### config.mk
export PLATFORM = sky130hd
export DESIGN_NAME = wheel_encoder_speed_estimator
export DESIGN_NICKNAME = d
export VERILOG_FILES = /design/src/rtl/wes_pkg.sv /design/src/rtl/wes_div.sv /design/src/rtl/wheel_encoder_speed_estimator.sv
export SDC_FILE = /design/constraint.sdc
export NUM_CORES = 2
export LEC_CHECK = 0
export BUFFER_PORTS_ARGS = -buffer_cell sky130_fd_sc_hd__buf_2
export CAP_MARGIN = 20
export CORE_ASPECT_RATIO = 0.7
export CORE_MARGIN = 2
export CORE_UTILIZATION = 30
export DETAILED_ROUTE_END_ITERATION = 12
export PLACE_DENSITY = 0.43
export SETUP_SLACK_MARGIN = 0.3
export SLEW_MARGIN = 30
export SYNTH_ARGS = -nofsm -noshare
export SYNTH_HDL_FRONTEND = slang
export SYNTH_SLANG_ARGS = --single-unit
### constraint.sdc
create_clock -name clock -period 19.4 [get_ports clock]
set_input_delay 3.88 -clock clock [delete_from_list [all_inputs] [get_ports clock]]
set_output_delay 3.88 -clock clock [all_outputs]
set_load 0.03 [all_outputs]
### src/rtl/wes_pkg.sv
// Shared constants and types for the wheel encoder speed estimator.
package wes_pkg;

   localparam int TICK_WIDTH_DEF      = 32;
   localparam int SPEED_FRAC_BITS_DEF = 16;

   localparam int TPM_W    = 16;
   localparam int SECS_W   = 32;
   localparam int NSECS_W  = 30;
   localparam int SPEED_W  = 32;

   localparam logic [TPM_W-1:0]   TPM_RESET  = 16'd1000;
   localparam logic [NSECS_W-1:0] NS_PER_SEC = 30'd1000000000;

   // elapsed seconds: signed, magnitude up to 2^32 + 1
   localparam int ELAP_W = 35;
   localparam int EMAG_W = 34;
   localparam int DEN_W  = TPM_W + EMAG_W;

   // normalized time: 33-bit seconds above 30-bit nanoseconds
   localparam int TIME_W = SECS_W + 1 + NSECS_W;

   localparam int REQ_DATA_W = 96;
   localparam int RSP_DATA_W = 96;
   localparam int RSP_USER_W = 2;

   typedef enum logic [3:0] {
      ST_IDLE,
      ST_DIFF,
      ST_ELAP,
      ST_ABS,
      ST_MUL,
      ST_DIV,
      ST_SAT,
      ST_NORM,
      ST_OUT
   } wes_state_type;

endpackage

### src/rtl/wes_div.sv
// Iterative restoring divider, one quotient bit per cycle.
module wes_div #(
   parameter int NUM_W = 48,
   parameter int DEN_W = 50
) (
   input  logic             clock,
   input  logic             reset,
   input  logic             start,
   input  logic [NUM_W-1:0] num,
   input  logic [DEN_W-1:0] den,
   output logic             done,
   output logic [NUM_W-1:0] quo
);

   localparam int CNT_W = $clog2(NUM_W + 1);

   logic [NUM_W-1:0] quo_ff, quo_in;
   logic [DEN_W-1:0] rem_ff, rem_in;
   logic [DEN_W-1:0] den_ff, den_in;
   logic [CNT_W-1:0] cnt_ff, cnt_in;
   logic             busy_ff, busy_in;
   logic             done_ff, done_in;

   logic [DEN_W:0]   shifted;
   logic [DEN_W:0]   trial;
   logic             fits;

   assign shifted = {rem_ff, quo_ff[NUM_W-1]};
   assign fits    = shifted >= {1'b0, den_ff};
   assign trial   = shifted - {1'b0, den_ff};

   always_comb begin
      quo_in  = quo_ff;
      rem_in  = rem_ff;
      den_in  = den_ff;
      cnt_in  = cnt_ff;
      busy_in = busy_ff;
      done_in = 1'b0;
      if (start) begin
         quo_in  = num;
         rem_in  = '0;
         den_in  = den;
         cnt_in  = CNT_W'(NUM_W);
         busy_in = 1'b1;
      end else if (busy_ff) begin
         rem_in = fits ? trial[DEN_W-1:0] : shifted[DEN_W-1:0];
         quo_in = {quo_ff[NUM_W-2:0], fits};
         cnt_in = cnt_ff - 1'b1;
         if (cnt_ff == CNT_W'(1)) begin
            busy_in = 1'b0;
            done_in = 1'b1;
         end
      end
   end

   always_ff @(posedge clock) begin
      if (reset) begin
         busy_ff <= 1'b0;
         done_ff <= 1'b0;
         cnt_ff  <= '0;
      end else begin
         busy_ff <= busy_in;
         done_ff <= done_in;
         cnt_ff  <= cnt_in;
      end
   end

   always_ff @(posedge clock) begin
      quo_ff <= quo_in;
      rem_ff <= rem_in;
      den_ff <= den_in;
   end

   assign done = done_ff;
   assign quo  = quo_ff;

endmodule

### src/rtl/wheel_encoder_speed_estimator.sv
// A speed update passes ST_DIFF, ST_ELAP, ST_ABS and ST_MUL, waits in ST_DIV for the
// bit-serial divider, then passes ST_SAT, ST_NORM and ST_OUT; a first sample goes from
// ST_DIFF to ST_NORM, and an error leaves ST_ABS for ST_NORM. One transaction is handled
// at a time; the next is taken only after the result is in the output register, and a
// result still waiting there holds the block in ST_OUT until the result side takes it.
// Reset (synchronous): clears wheel history, speeds and flags; the tick scale returns to 1000.
module wheel_encoder_speed_estimator #(
   parameter int TICK_WIDTH      = wes_pkg::TICK_WIDTH_DEF,
   parameter int SPEED_FRAC_BITS = wes_pkg::SPEED_FRAC_BITS_DEF
) (
   input  logic                            clock,
   input  logic                            reset,
   // tdata: tick[31:0], stamp_secs[63:32], stamp_nsecs[93:64], zero[95:94]
   input  logic [wes_pkg::REQ_DATA_W-1:0]  req_tdata,
   // tuser: wheel[0]
   input  logic                            req_tuser,
   input  logic                            req_tvalid,
   output logic                            req_tready,
   // tdata: speed[31:0], out_secs[63:32], out_nsecs[93:64], zero[95:94]
   output logic [wes_pkg::RSP_DATA_W-1:0]  rsp_tdata,
   // tuser: speed_valid[0], sample_error[1]
   output logic [wes_pkg::RSP_USER_W-1:0]  rsp_tuser,
   output logic                            rsp_tvalid,
   input  logic                            rsp_tready,
   input  logic                            csr_wr_en,
   input  logic [wes_pkg::TPM_W-1:0]       csr_wr_data
);

   import wes_pkg::*;

   localparam int TW    = TICK_WIDTH;
   localparam int NUM_W = TICK_WIDTH + SPEED_FRAC_BITS;
   localparam int QX_W  = (NUM_W > SPEED_W) ? NUM_W : SPEED_W + 1;

   localparam logic signed [NSECS_W:0]  DN_SEC   = $signed({1'b0, NS_PER_SEC});
   localparam logic signed [ELAP_W-1:0] ELAP_ONE = ELAP_W'(1);
   localparam logic [QX_W-1:0]          Q_POS_MAX = QX_W'(32'h7FFF_FFFF);
   localparam logic [QX_W-1:0]          Q_NEG_MAX = QX_W'(32'h8000_0000);

   wes_state_type state_ff, state_in;

   logic [TPM_W-1:0]   tpm_ff, tpm_in;

   // captured transaction
   logic               wheel_ff, wheel_in;
   logic [TW-1:0]      tick_ff, tick_in;
   logic [SECS_W-1:0]  secs_ff, secs_in;
   logic [NSECS_W-1:0] nsecs_ff, nsecs_in;

   // per-wheel history
   logic               l_seen_ff, l_seen_in, r_seen_ff, r_seen_in;
   logic [TW-1:0]      l_tick_ff, l_tick_in, r_tick_ff, r_tick_in;
   logic [SECS_W-1:0]  l_secs_ff, l_secs_in, r_secs_ff, r_secs_in;
   logic [NSECS_W-1:0] l_nsecs_ff, l_nsecs_in, r_nsecs_ff, r_nsecs_in;
   logic [SPEED_W-1:0] l_speed_ff, l_speed_in, r_speed_ff, r_speed_in;
   logic               l_sv_ff, l_sv_in, r_sv_ff, r_sv_in;

   // working registers
   logic [TW-1:0]             absdiff_ff, absdiff_in;
   logic                      dneg_ff, dneg_in;
   logic signed [SECS_W:0]    ds_ff, ds_in;
   logic signed [NSECS_W:0]   dn_ff, dn_in;
   logic signed [ELAP_W-1:0]  elap_ff, elap_in;
   logic [EMAG_W-1:0]         emag_ff, emag_in;
   logic                      neg_ff, neg_in;
   logic                      err_ff, err_in;
   logic [TIME_W-1:0]         lt_ff, lt_in, rt_ff, rt_in;
   logic [SPEED_W-1:0]        avg_ff, avg_in;

   logic                      rsp_tvalid_ff, rsp_tvalid_in;
   logic [RSP_DATA_W-1:0]     rsp_tdata_ff, rsp_tdata_in;
   logic [RSP_USER_W-1:0]     rsp_tuser_ff, rsp_tuser_in;

   // combinational helpers
   logic                      sel_seen;
   logic [TW-1:0]             sel_tick;
   logic [SECS_W-1:0]         sel_secs;
   logic [NSECS_W-1:0]        sel_nsecs;
   logic [TW-1:0]             tick_d;
   logic signed [2:0]         fl;
   logic                      exact;
   logic signed [ELAP_W-1:0]  elap_q;
   logic [SECS_W:0]           spd_sum;
   logic [TIME_W-1:0]         later;
   logic [QX_W-1:0]           q_x;
   logic [SPEED_W-1:0]        spd_sat;
   logic                      both_valid;

   logic                      div_start;
   logic                      div_done;
   logic [NUM_W-1:0]          div_num;
   logic [DEN_W-1:0]          div_den;
   logic [NUM_W-1:0]          div_quo;

   function automatic logic [TIME_W-1:0] norm_time(input logic [SECS_W-1:0]  s,
                                                   input logic [NSECS_W-1:0] n);
      logic [SECS_W:0] s_x;
      s_x = {1'b0, s};
      if (n >= NS_PER_SEC) begin
         return {s_x + (SECS_W+1)'(1), n - NS_PER_SEC};
      end
      return {s_x, n};
   endfunction

   assign div_num = {absdiff_ff, {SPEED_FRAC_BITS{1'b0}}};
   assign div_den = tpm_ff * emag_ff;

   wes_div #(
      .NUM_W (NUM_W),
      .DEN_W (DEN_W)
   ) u_div (
      .clock (clock),
      .reset (reset),
      .start (div_start),
      .num   (div_num),
      .den   (div_den),
      .done  (div_done),
      .quo   (div_quo)
   );

   assign sel_seen  = wheel_ff ? r_seen_ff  : l_seen_ff;
   assign sel_tick  = wheel_ff ? r_tick_ff  : l_tick_ff;
   assign sel_secs  = wheel_ff ? r_secs_ff  : l_secs_ff;
   assign sel_nsecs = wheel_ff ? r_nsecs_ff : l_nsecs_ff;
   assign tick_d    = tick_ff - sel_tick;

   // split the nanosecond difference into whole seconds and an exact-multiple flag
   always_comb begin
      if (dn_ff >= DN_SEC) begin
         fl = 3'sd1;
      end else if (dn_ff >= 0) begin
         fl = 3'sd0;
      end else if (dn_ff >= -DN_SEC) begin
         fl = -3'sd1;
      end else begin
         fl = -3'sd2;
      end
   end

   assign exact  = (dn_ff == 0) || (dn_ff == DN_SEC) || (dn_ff == -DN_SEC);
   assign elap_q = ELAP_W'(ds_ff) + ELAP_W'(fl);

   assign q_x = QX_W'(div_quo);
   always_comb begin
      if (neg_ff) begin
         spd_sat = (q_x >= Q_NEG_MAX) ? 32'h8000_0000 : (32'd0 - q_x[SPEED_W-1:0]);
      end else begin
         spd_sat = (q_x > Q_POS_MAX) ? 32'h7FFF_FFFF : q_x[SPEED_W-1:0];
      end
   end

   assign spd_sum    = {l_speed_ff[SPEED_W-1], l_speed_ff} + {r_speed_ff[SPEED_W-1], r_speed_ff};
   assign later      = (lt_ff > rt_ff) ? lt_ff : rt_ff;
   assign both_valid = l_sv_ff && r_sv_ff;

   always_comb begin
      state_in      = state_ff;
      tpm_in        = csr_wr_en ? csr_wr_data : tpm_ff;
      wheel_in      = wheel_ff;
      tick_in       = tick_ff;
      secs_in       = secs_ff;
      nsecs_in      = nsecs_ff;
      l_seen_in     = l_seen_ff;
      r_seen_in     = r_seen_ff;
      l_tick_in     = l_tick_ff;
      r_tick_in     = r_tick_ff;
      l_secs_in     = l_secs_ff;
      r_secs_in     = r_secs_ff;
      l_nsecs_in    = l_nsecs_ff;
      r_nsecs_in    = r_nsecs_ff;
      l_speed_in    = l_speed_ff;
      r_speed_in    = r_speed_ff;
      l_sv_in       = l_sv_ff;
      r_sv_in       = r_sv_ff;
      absdiff_in    = absdiff_ff;
      dneg_in       = dneg_ff;
      ds_in         = ds_ff;
      dn_in         = dn_ff;
      elap_in       = elap_ff;
      emag_in       = emag_ff;
      neg_in        = neg_ff;
      err_in        = err_ff;
      lt_in         = lt_ff;
      rt_in         = rt_ff;
      avg_in        = avg_ff;
      rsp_tvalid_in = rsp_tvalid_ff && !rsp_tready;
      rsp_tdata_in  = rsp_tdata_ff;
      rsp_tuser_in  = rsp_tuser_ff;
      req_tready    = 1'b0;
      div_start     = 1'b0;

      case (state_ff)
         ST_IDLE: begin
            req_tready = 1'b1;
            if (req_tvalid) begin
               wheel_in = req_tuser;
               tick_in  = req_tdata[TW-1:0];
               secs_in  = req_tdata[63:32];
               nsecs_in = req_tdata[93:64];
               state_in = ST_DIFF;
            end
         end
         ST_DIFF: begin
            // store the new sample; the old one is consumed this cycle
            if (wheel_ff) begin
               r_seen_in  = 1'b1;
               r_tick_in  = tick_ff;
               r_secs_in  = secs_ff;
               r_nsecs_in = nsecs_ff;
            end else begin
               l_seen_in  = 1'b1;
               l_tick_in  = tick_ff;
               l_secs_in  = secs_ff;
               l_nsecs_in = nsecs_ff;
            end
            err_in     = 1'b0;
            dneg_in    = tick_d[TW-1];
            absdiff_in = tick_d[TW-1] ? (TW'(0) - tick_d) : tick_d;
            ds_in      = $signed({1'b0, secs_ff}) - $signed({1'b0, sel_secs});
            dn_in      = $signed({1'b0, nsecs_ff}) - $signed({1'b0, sel_nsecs});
            state_in   = sel_seen ? ST_ELAP : ST_NORM;
         end
         ST_ELAP: begin
            // truncate toward zero
            elap_in  = (elap_q[ELAP_W-1] && !exact) ? (elap_q + ELAP_ONE) : elap_q;
            state_in = ST_ABS;
         end
         ST_ABS: begin
            if ((elap_ff == 0) || (tpm_ff == '0)) begin
               err_in   = 1'b1;
               state_in = ST_NORM;
            end else begin
               emag_in  = elap_ff[ELAP_W-1] ? EMAG_W'(-elap_ff) : EMAG_W'(elap_ff);
               neg_in   = dneg_ff ^ elap_ff[ELAP_W-1];
               state_in = ST_MUL;
            end
         end
         ST_MUL: begin
            div_start = 1'b1;
            state_in  = ST_DIV;
         end
         ST_DIV: begin
            if (div_done) begin
               state_in = ST_SAT;
            end
         end
         ST_SAT: begin
            if (wheel_ff) begin
               r_speed_in = spd_sat;
               r_sv_in    = 1'b1;
            end else begin
               l_speed_in = spd_sat;
               l_sv_in    = 1'b1;
            end
            state_in = ST_NORM;
         end
         ST_NORM: begin
            lt_in    = norm_time(l_secs_ff, l_nsecs_ff);
            rt_in    = norm_time(r_secs_ff, r_nsecs_ff);
            avg_in   = spd_sum[SPEED_W:1];
            state_in = ST_OUT;
         end
         ST_OUT: begin
            // hold until the output register is free
            if (!rsp_tvalid_ff || rsp_tready) begin
               rsp_tvalid_in = 1'b1;
               rsp_tdata_in  = {2'b00, later[NSECS_W-1:0], later[NSECS_W+SECS_W-1:NSECS_W],
                                (both_valid ? avg_ff : '0)};
               rsp_tuser_in  = {err_ff, both_valid};
               state_in      = ST_IDLE;
            end
         end
         default: begin
            state_in = ST_IDLE;
         end
      endcase
   end

   always_ff @(posedge clock) begin
      if (reset) begin
         state_ff      <= ST_IDLE;
         tpm_ff        <= TPM_RESET;
         l_seen_ff     <= 1'b0;
         r_seen_ff     <= 1'b0;
         l_secs_ff     <= '0;
         r_secs_ff     <= '0;
         l_nsecs_ff    <= '0;
         r_nsecs_ff    <= '0;
         l_speed_ff    <= '0;
         r_speed_ff    <= '0;
         l_sv_ff       <= 1'b0;
         r_sv_ff       <= 1'b0;
         rsp_tvalid_ff <= 1'b0;
      end else begin
         state_ff      <= state_in;
         tpm_ff        <= tpm_in;
         l_seen_ff     <= l_seen_in;
         r_seen_ff     <= r_seen_in;
         l_secs_ff     <= l_secs_in;
         r_secs_ff     <= r_secs_in;
         l_nsecs_ff    <= l_nsecs_in;
         r_nsecs_ff    <= r_nsecs_in;
         l_speed_ff    <= l_speed_in;
         r_speed_ff    <= r_speed_in;
         l_sv_ff       <= l_sv_in;
         r_sv_ff       <= r_sv_in;
         rsp_tvalid_ff <= rsp_tvalid_in;
      end
   end

   always_ff @(posedge clock) begin
      wheel_ff     <= wheel_in;
      tick_ff      <= tick_in;
      secs_ff      <= secs_in;
      nsecs_ff     <= nsecs_in;
      l_tick_ff    <= l_tick_in;
      r_tick_ff    <= r_tick_in;
      absdiff_ff   <= absdiff_in;
      dneg_ff      <= dneg_in;
      ds_ff        <= ds_in;
      dn_ff        <= dn_in;
      elap_ff      <= elap_in;
      emag_ff      <= emag_in;
      neg_ff       <= neg_in;
      err_ff       <= err_in;
      lt_ff        <= lt_in;
      rt_ff        <= rt_in;
      avg_ff       <= avg_in;
      rsp_tdata_ff <= rsp_tdata_in;
      rsp_tuser_ff <= rsp_tuser_in;
   end

   assign rsp_tvalid = rsp_tvalid_ff;
   assign rsp_tdata  = rsp_tdata_ff;
   assign rsp_tuser  = rsp_tuser_ff;

endmodule
==> flow_summary.yaml <==
timing:
  finalSetupViolCount: 0
  tightest_slew_ps: 1057
  setup_ws_ps: 11460
  slew-limit-headroom_pct: 29.30
  fmax_mhz: 126.0
  setup-tns-final_ps: 0
  period_share_pct: 40.91
  period_needed_ps: 7936
  hold_viol: 0
  rsz0062_at_grt: "false"
  final-max-slew-violation-count: 0
  skew_ps: 48.81
die:
  die_w_um: 570.8
  core_um2: 223300
  dieArea_um2: 228800
  ioPinCount: 218
  std_cell_rows: 145
  dieHeight_um: 400.8
  start_util_pct: 30.21
outcome:
  status: "finished, final reports clean"
clock_network:
  cts_root_buf: "clkbuf_16"
  clockBufferDepth: 3
  hold_buffers: 0
  post_cts_resized: 0
  htree_levels: 3
  cts_tree: "yes"
  clk_pin_slew_ps: 70
  cts_setup_buffers: 0
  worstSkewPairLatency_ps: 730
  cts.sink_count: 950
  numCtsBuffers: 102
yosys:
  post-synth-top-area-cell: "edfxtp_1"
  synthTopCellsByArea: "edfxtp_1, fa_1, dfxtp_1, ha_1, nand2_1"
  syn-cell-area_um2: 67480
  syn_avg_cell_area_um2: 9.843
  synth_cells: 6855
  netlist.area_leader.share_pct: 29.51
  synth_ff_type: "edfxtp_1"
  synthArstFlopShare_pct: 0
  ys_warn_count: 0
  ys_ff_latch: 950
  ys_seq_area_share_pct: 38.02
  synth.distinct_cells: 92
  synth_edf_count: 663
pwr:
  power_density_nw_per_um2: 166.4
  peakVddDrop_mv: 0.1644
  leakagePower_uw: 0.03102
worst_setup_path:
  crit_path_frequent_cell: "fa_1"
  timing.rr.end: "u_div.den_ff[48]"
  critPathSlowestCell: "edfxtp_1"
  r2r_start: "emag_ff[9]"
  crit_arrival_ps: 8470
  path_cells: "nand2_1 -> fa_1 -> fa_1 -> fa_1 -> fa_1 -> inv_1 -> fa_1 -> inv_1 -> fa_1 -> inv_1 -> ha_1 -> o211ai_1 -> a211oi_1 -> a22oi_1 -> o2bb2ai_1 -> o21ai_0 -> a211oi_1 -> o22ai_1 -> o311ai_0 -> a21oi_1 -> xnor2_1"
  slowest_delay_ps: 970
  endpoint_kind: "register"
  required_ps: 19930
  critPathKind: "reg2reg"
  crit_fanout: 16
  worst_setup_path_start_kind: "register"
  crit_buf_inv: 3
  worstRegToRegCells: 21
  critical-path-top-delay-family: "adder cells"
  rrSetupSlack_ps: 11460
drt:
  final_antenna_net_count: 0
  viasPerCell: 4.906
  vias: 49260
  wire_per_inst_um: 19.21
  drc: 0
  dr.first_iter.drc_count: 3316
  wirelength_um: 192900
  dr.pass1.iters: 6
hold_path:
  min_from: "r_nsecs_ff[3]"
  min_path_type: "reg2reg"
  hold_path_end: "rt_ff[3]"
  hold_path_depth: 0
place:
  placement.setup.worst_slack_ps: 11350
  gp_congestion: 0.8659
  dp.final_hpwl_um: 141200
  placedCellCount: 9847
  portBuffers: 213
global_routing:
  grt_pass1_wl_um: 301600
  first_global_vias: 49270
  grt_use_met2_pct: 24.39
  grt_usage_pct: 16.80
  use_met1_pct: 26.32
  grt-busiest-layer: "met1"
  grt_max_degree: 106
  grt_antenna_before_repair: 5
  overflow: 0
  use_met3_pct: 2.305
run:
  drv_cap: 0
finish:
  fillers: 22810
  final_common_cell: "nand2_1"
  instances_no_fill: 10040
  final_layout_size_suffix_gt1_share_pct: 8.641
  mostFrequentLayoutCells: "nand2_1, inv_1, edfxtp_1, fa_1, a21oi_1"
  nets: 7882
  layout.core_utilization_pct: 33.73
  area_growth_pct: 11.65
==> state kept, by name, indices dropped and copies added (netlist names), 33 cells and up <==
name / cells
elap_ff: 35
lt_ff: 63
emag_ff: 34
rsp_tdata: 94
ds_ff: 33
u_div.quo: 48
u_div.rem_ff: 50
rt_ff: 63
u_div.den_ff: 50
==> worst max-delay path by stage <==
stage	cells after the start	endpoint	start
2_1_floorplan	6	r_tick_ff[0]	state_ff[3]
3_3_place_gp	23	u_div.den_ff[45]	emag_ff[13]
3_5_place_dp	23	u_div.den_ff[45]	emag_ff[13]
4_1_cts	23	u_div.den_ff[48]	emag_ff[13]
5_1_grt	21	u_div.den_ff[42]	emag_ff[9]
6_report	21	u_div.den_ff[48]	emag_ff[9]
==> cells by family (layout without fill, tap and decap cells) <==
group	after synthesis	count (layout)	synth area share, %
and+or+nand+nor	2176	2176	15.23
AOI/OAI and AO/OA	1184	1184	11.35
buffers and inverters	1056	1225	5.910
DFF	950	950	38.02
adders and majority gates	823	823	20.28
xor gates and xnor gates	423	423	5.491
muxes	242	242	3.714
other	1	5	0.005558
==> cell type report <==
| type | count | area (um2) | area share (%) |
|---|---|---|---|
| Inverter | 733 | 2759 | 3.662 |
| Multi-Input combinational cell | 4850 | 37920 | 50.33 |
| Antenna cell | 3 | 7.507 | 0.009965 |
| Sequential cell | 950 | 25670 | 34.07 |
| Tap cell | 3013 | 3770 | 5.004 |
| Timing Repair Buffer | 304 | 1836 | 2.436 |
| Clock buffer | 137 | 2893 | 3.840 |
| Clock inverter | 51 | 489.2 | 0.6494 |
==> where the power goes <==
part           switching, uW  total, uW  internal [uW]  leakage [uW]
Sequential               356       3280           2920       0.00848
Combinational           4400       7260           2860        0.0209
Clock                    874       1990           1120       0.00165
Total                   5630      12500           6910        0.0310
==> layer usage <==
metal / part of all wire (%) / vias up
met5: 0.0067 / -
met4: 1.6 / 2
met3: 4.7 / 191
met2: 41 / 1066
met1: 52 / 24350
li1: - / 23660
==> synthesized netlist by cell type, types with 24 or more instances <==
library cell and n:
o21a_1 56, a21oi_1 385, ha_1 372, o21bai_1 24, clkbuf_1 271, nor2_1 352, o211ai_1 26, nand3_1 125
nand2b_1 50, and3_1 78, nand2_1 960, xnor2_1 301, and2_1 190, nor3_1 105, o21ai_0 190, edfxtp_1 663
or3_1 43, nand4_1 70, mux2_2 67, a21o_1 118, mux2i_1 175, o31ai_1 28, nor2b_1 47, buf_1 37
a211oi_1 116, nor4_1 39, fa_1 451, inv_1 730, xor2_1 122, a31oi_1 40, dfxtp_1 287
==> per-stage QoR <==
step / hold WS [ps] / total power, uW / cell area [um2]
after floorplan: 400.3 / 8597 / 67480
after global placement: 437.6 / 10540 / 71830
after detailed placement: 430.9 / 10550 / 71910
after CTS: 464.3 / 12630 / 75290
after global routing: 470.3 / 13710 / 75330
final: 462.1 / 12530 / 75340
(Power assumes the default switching activity.)
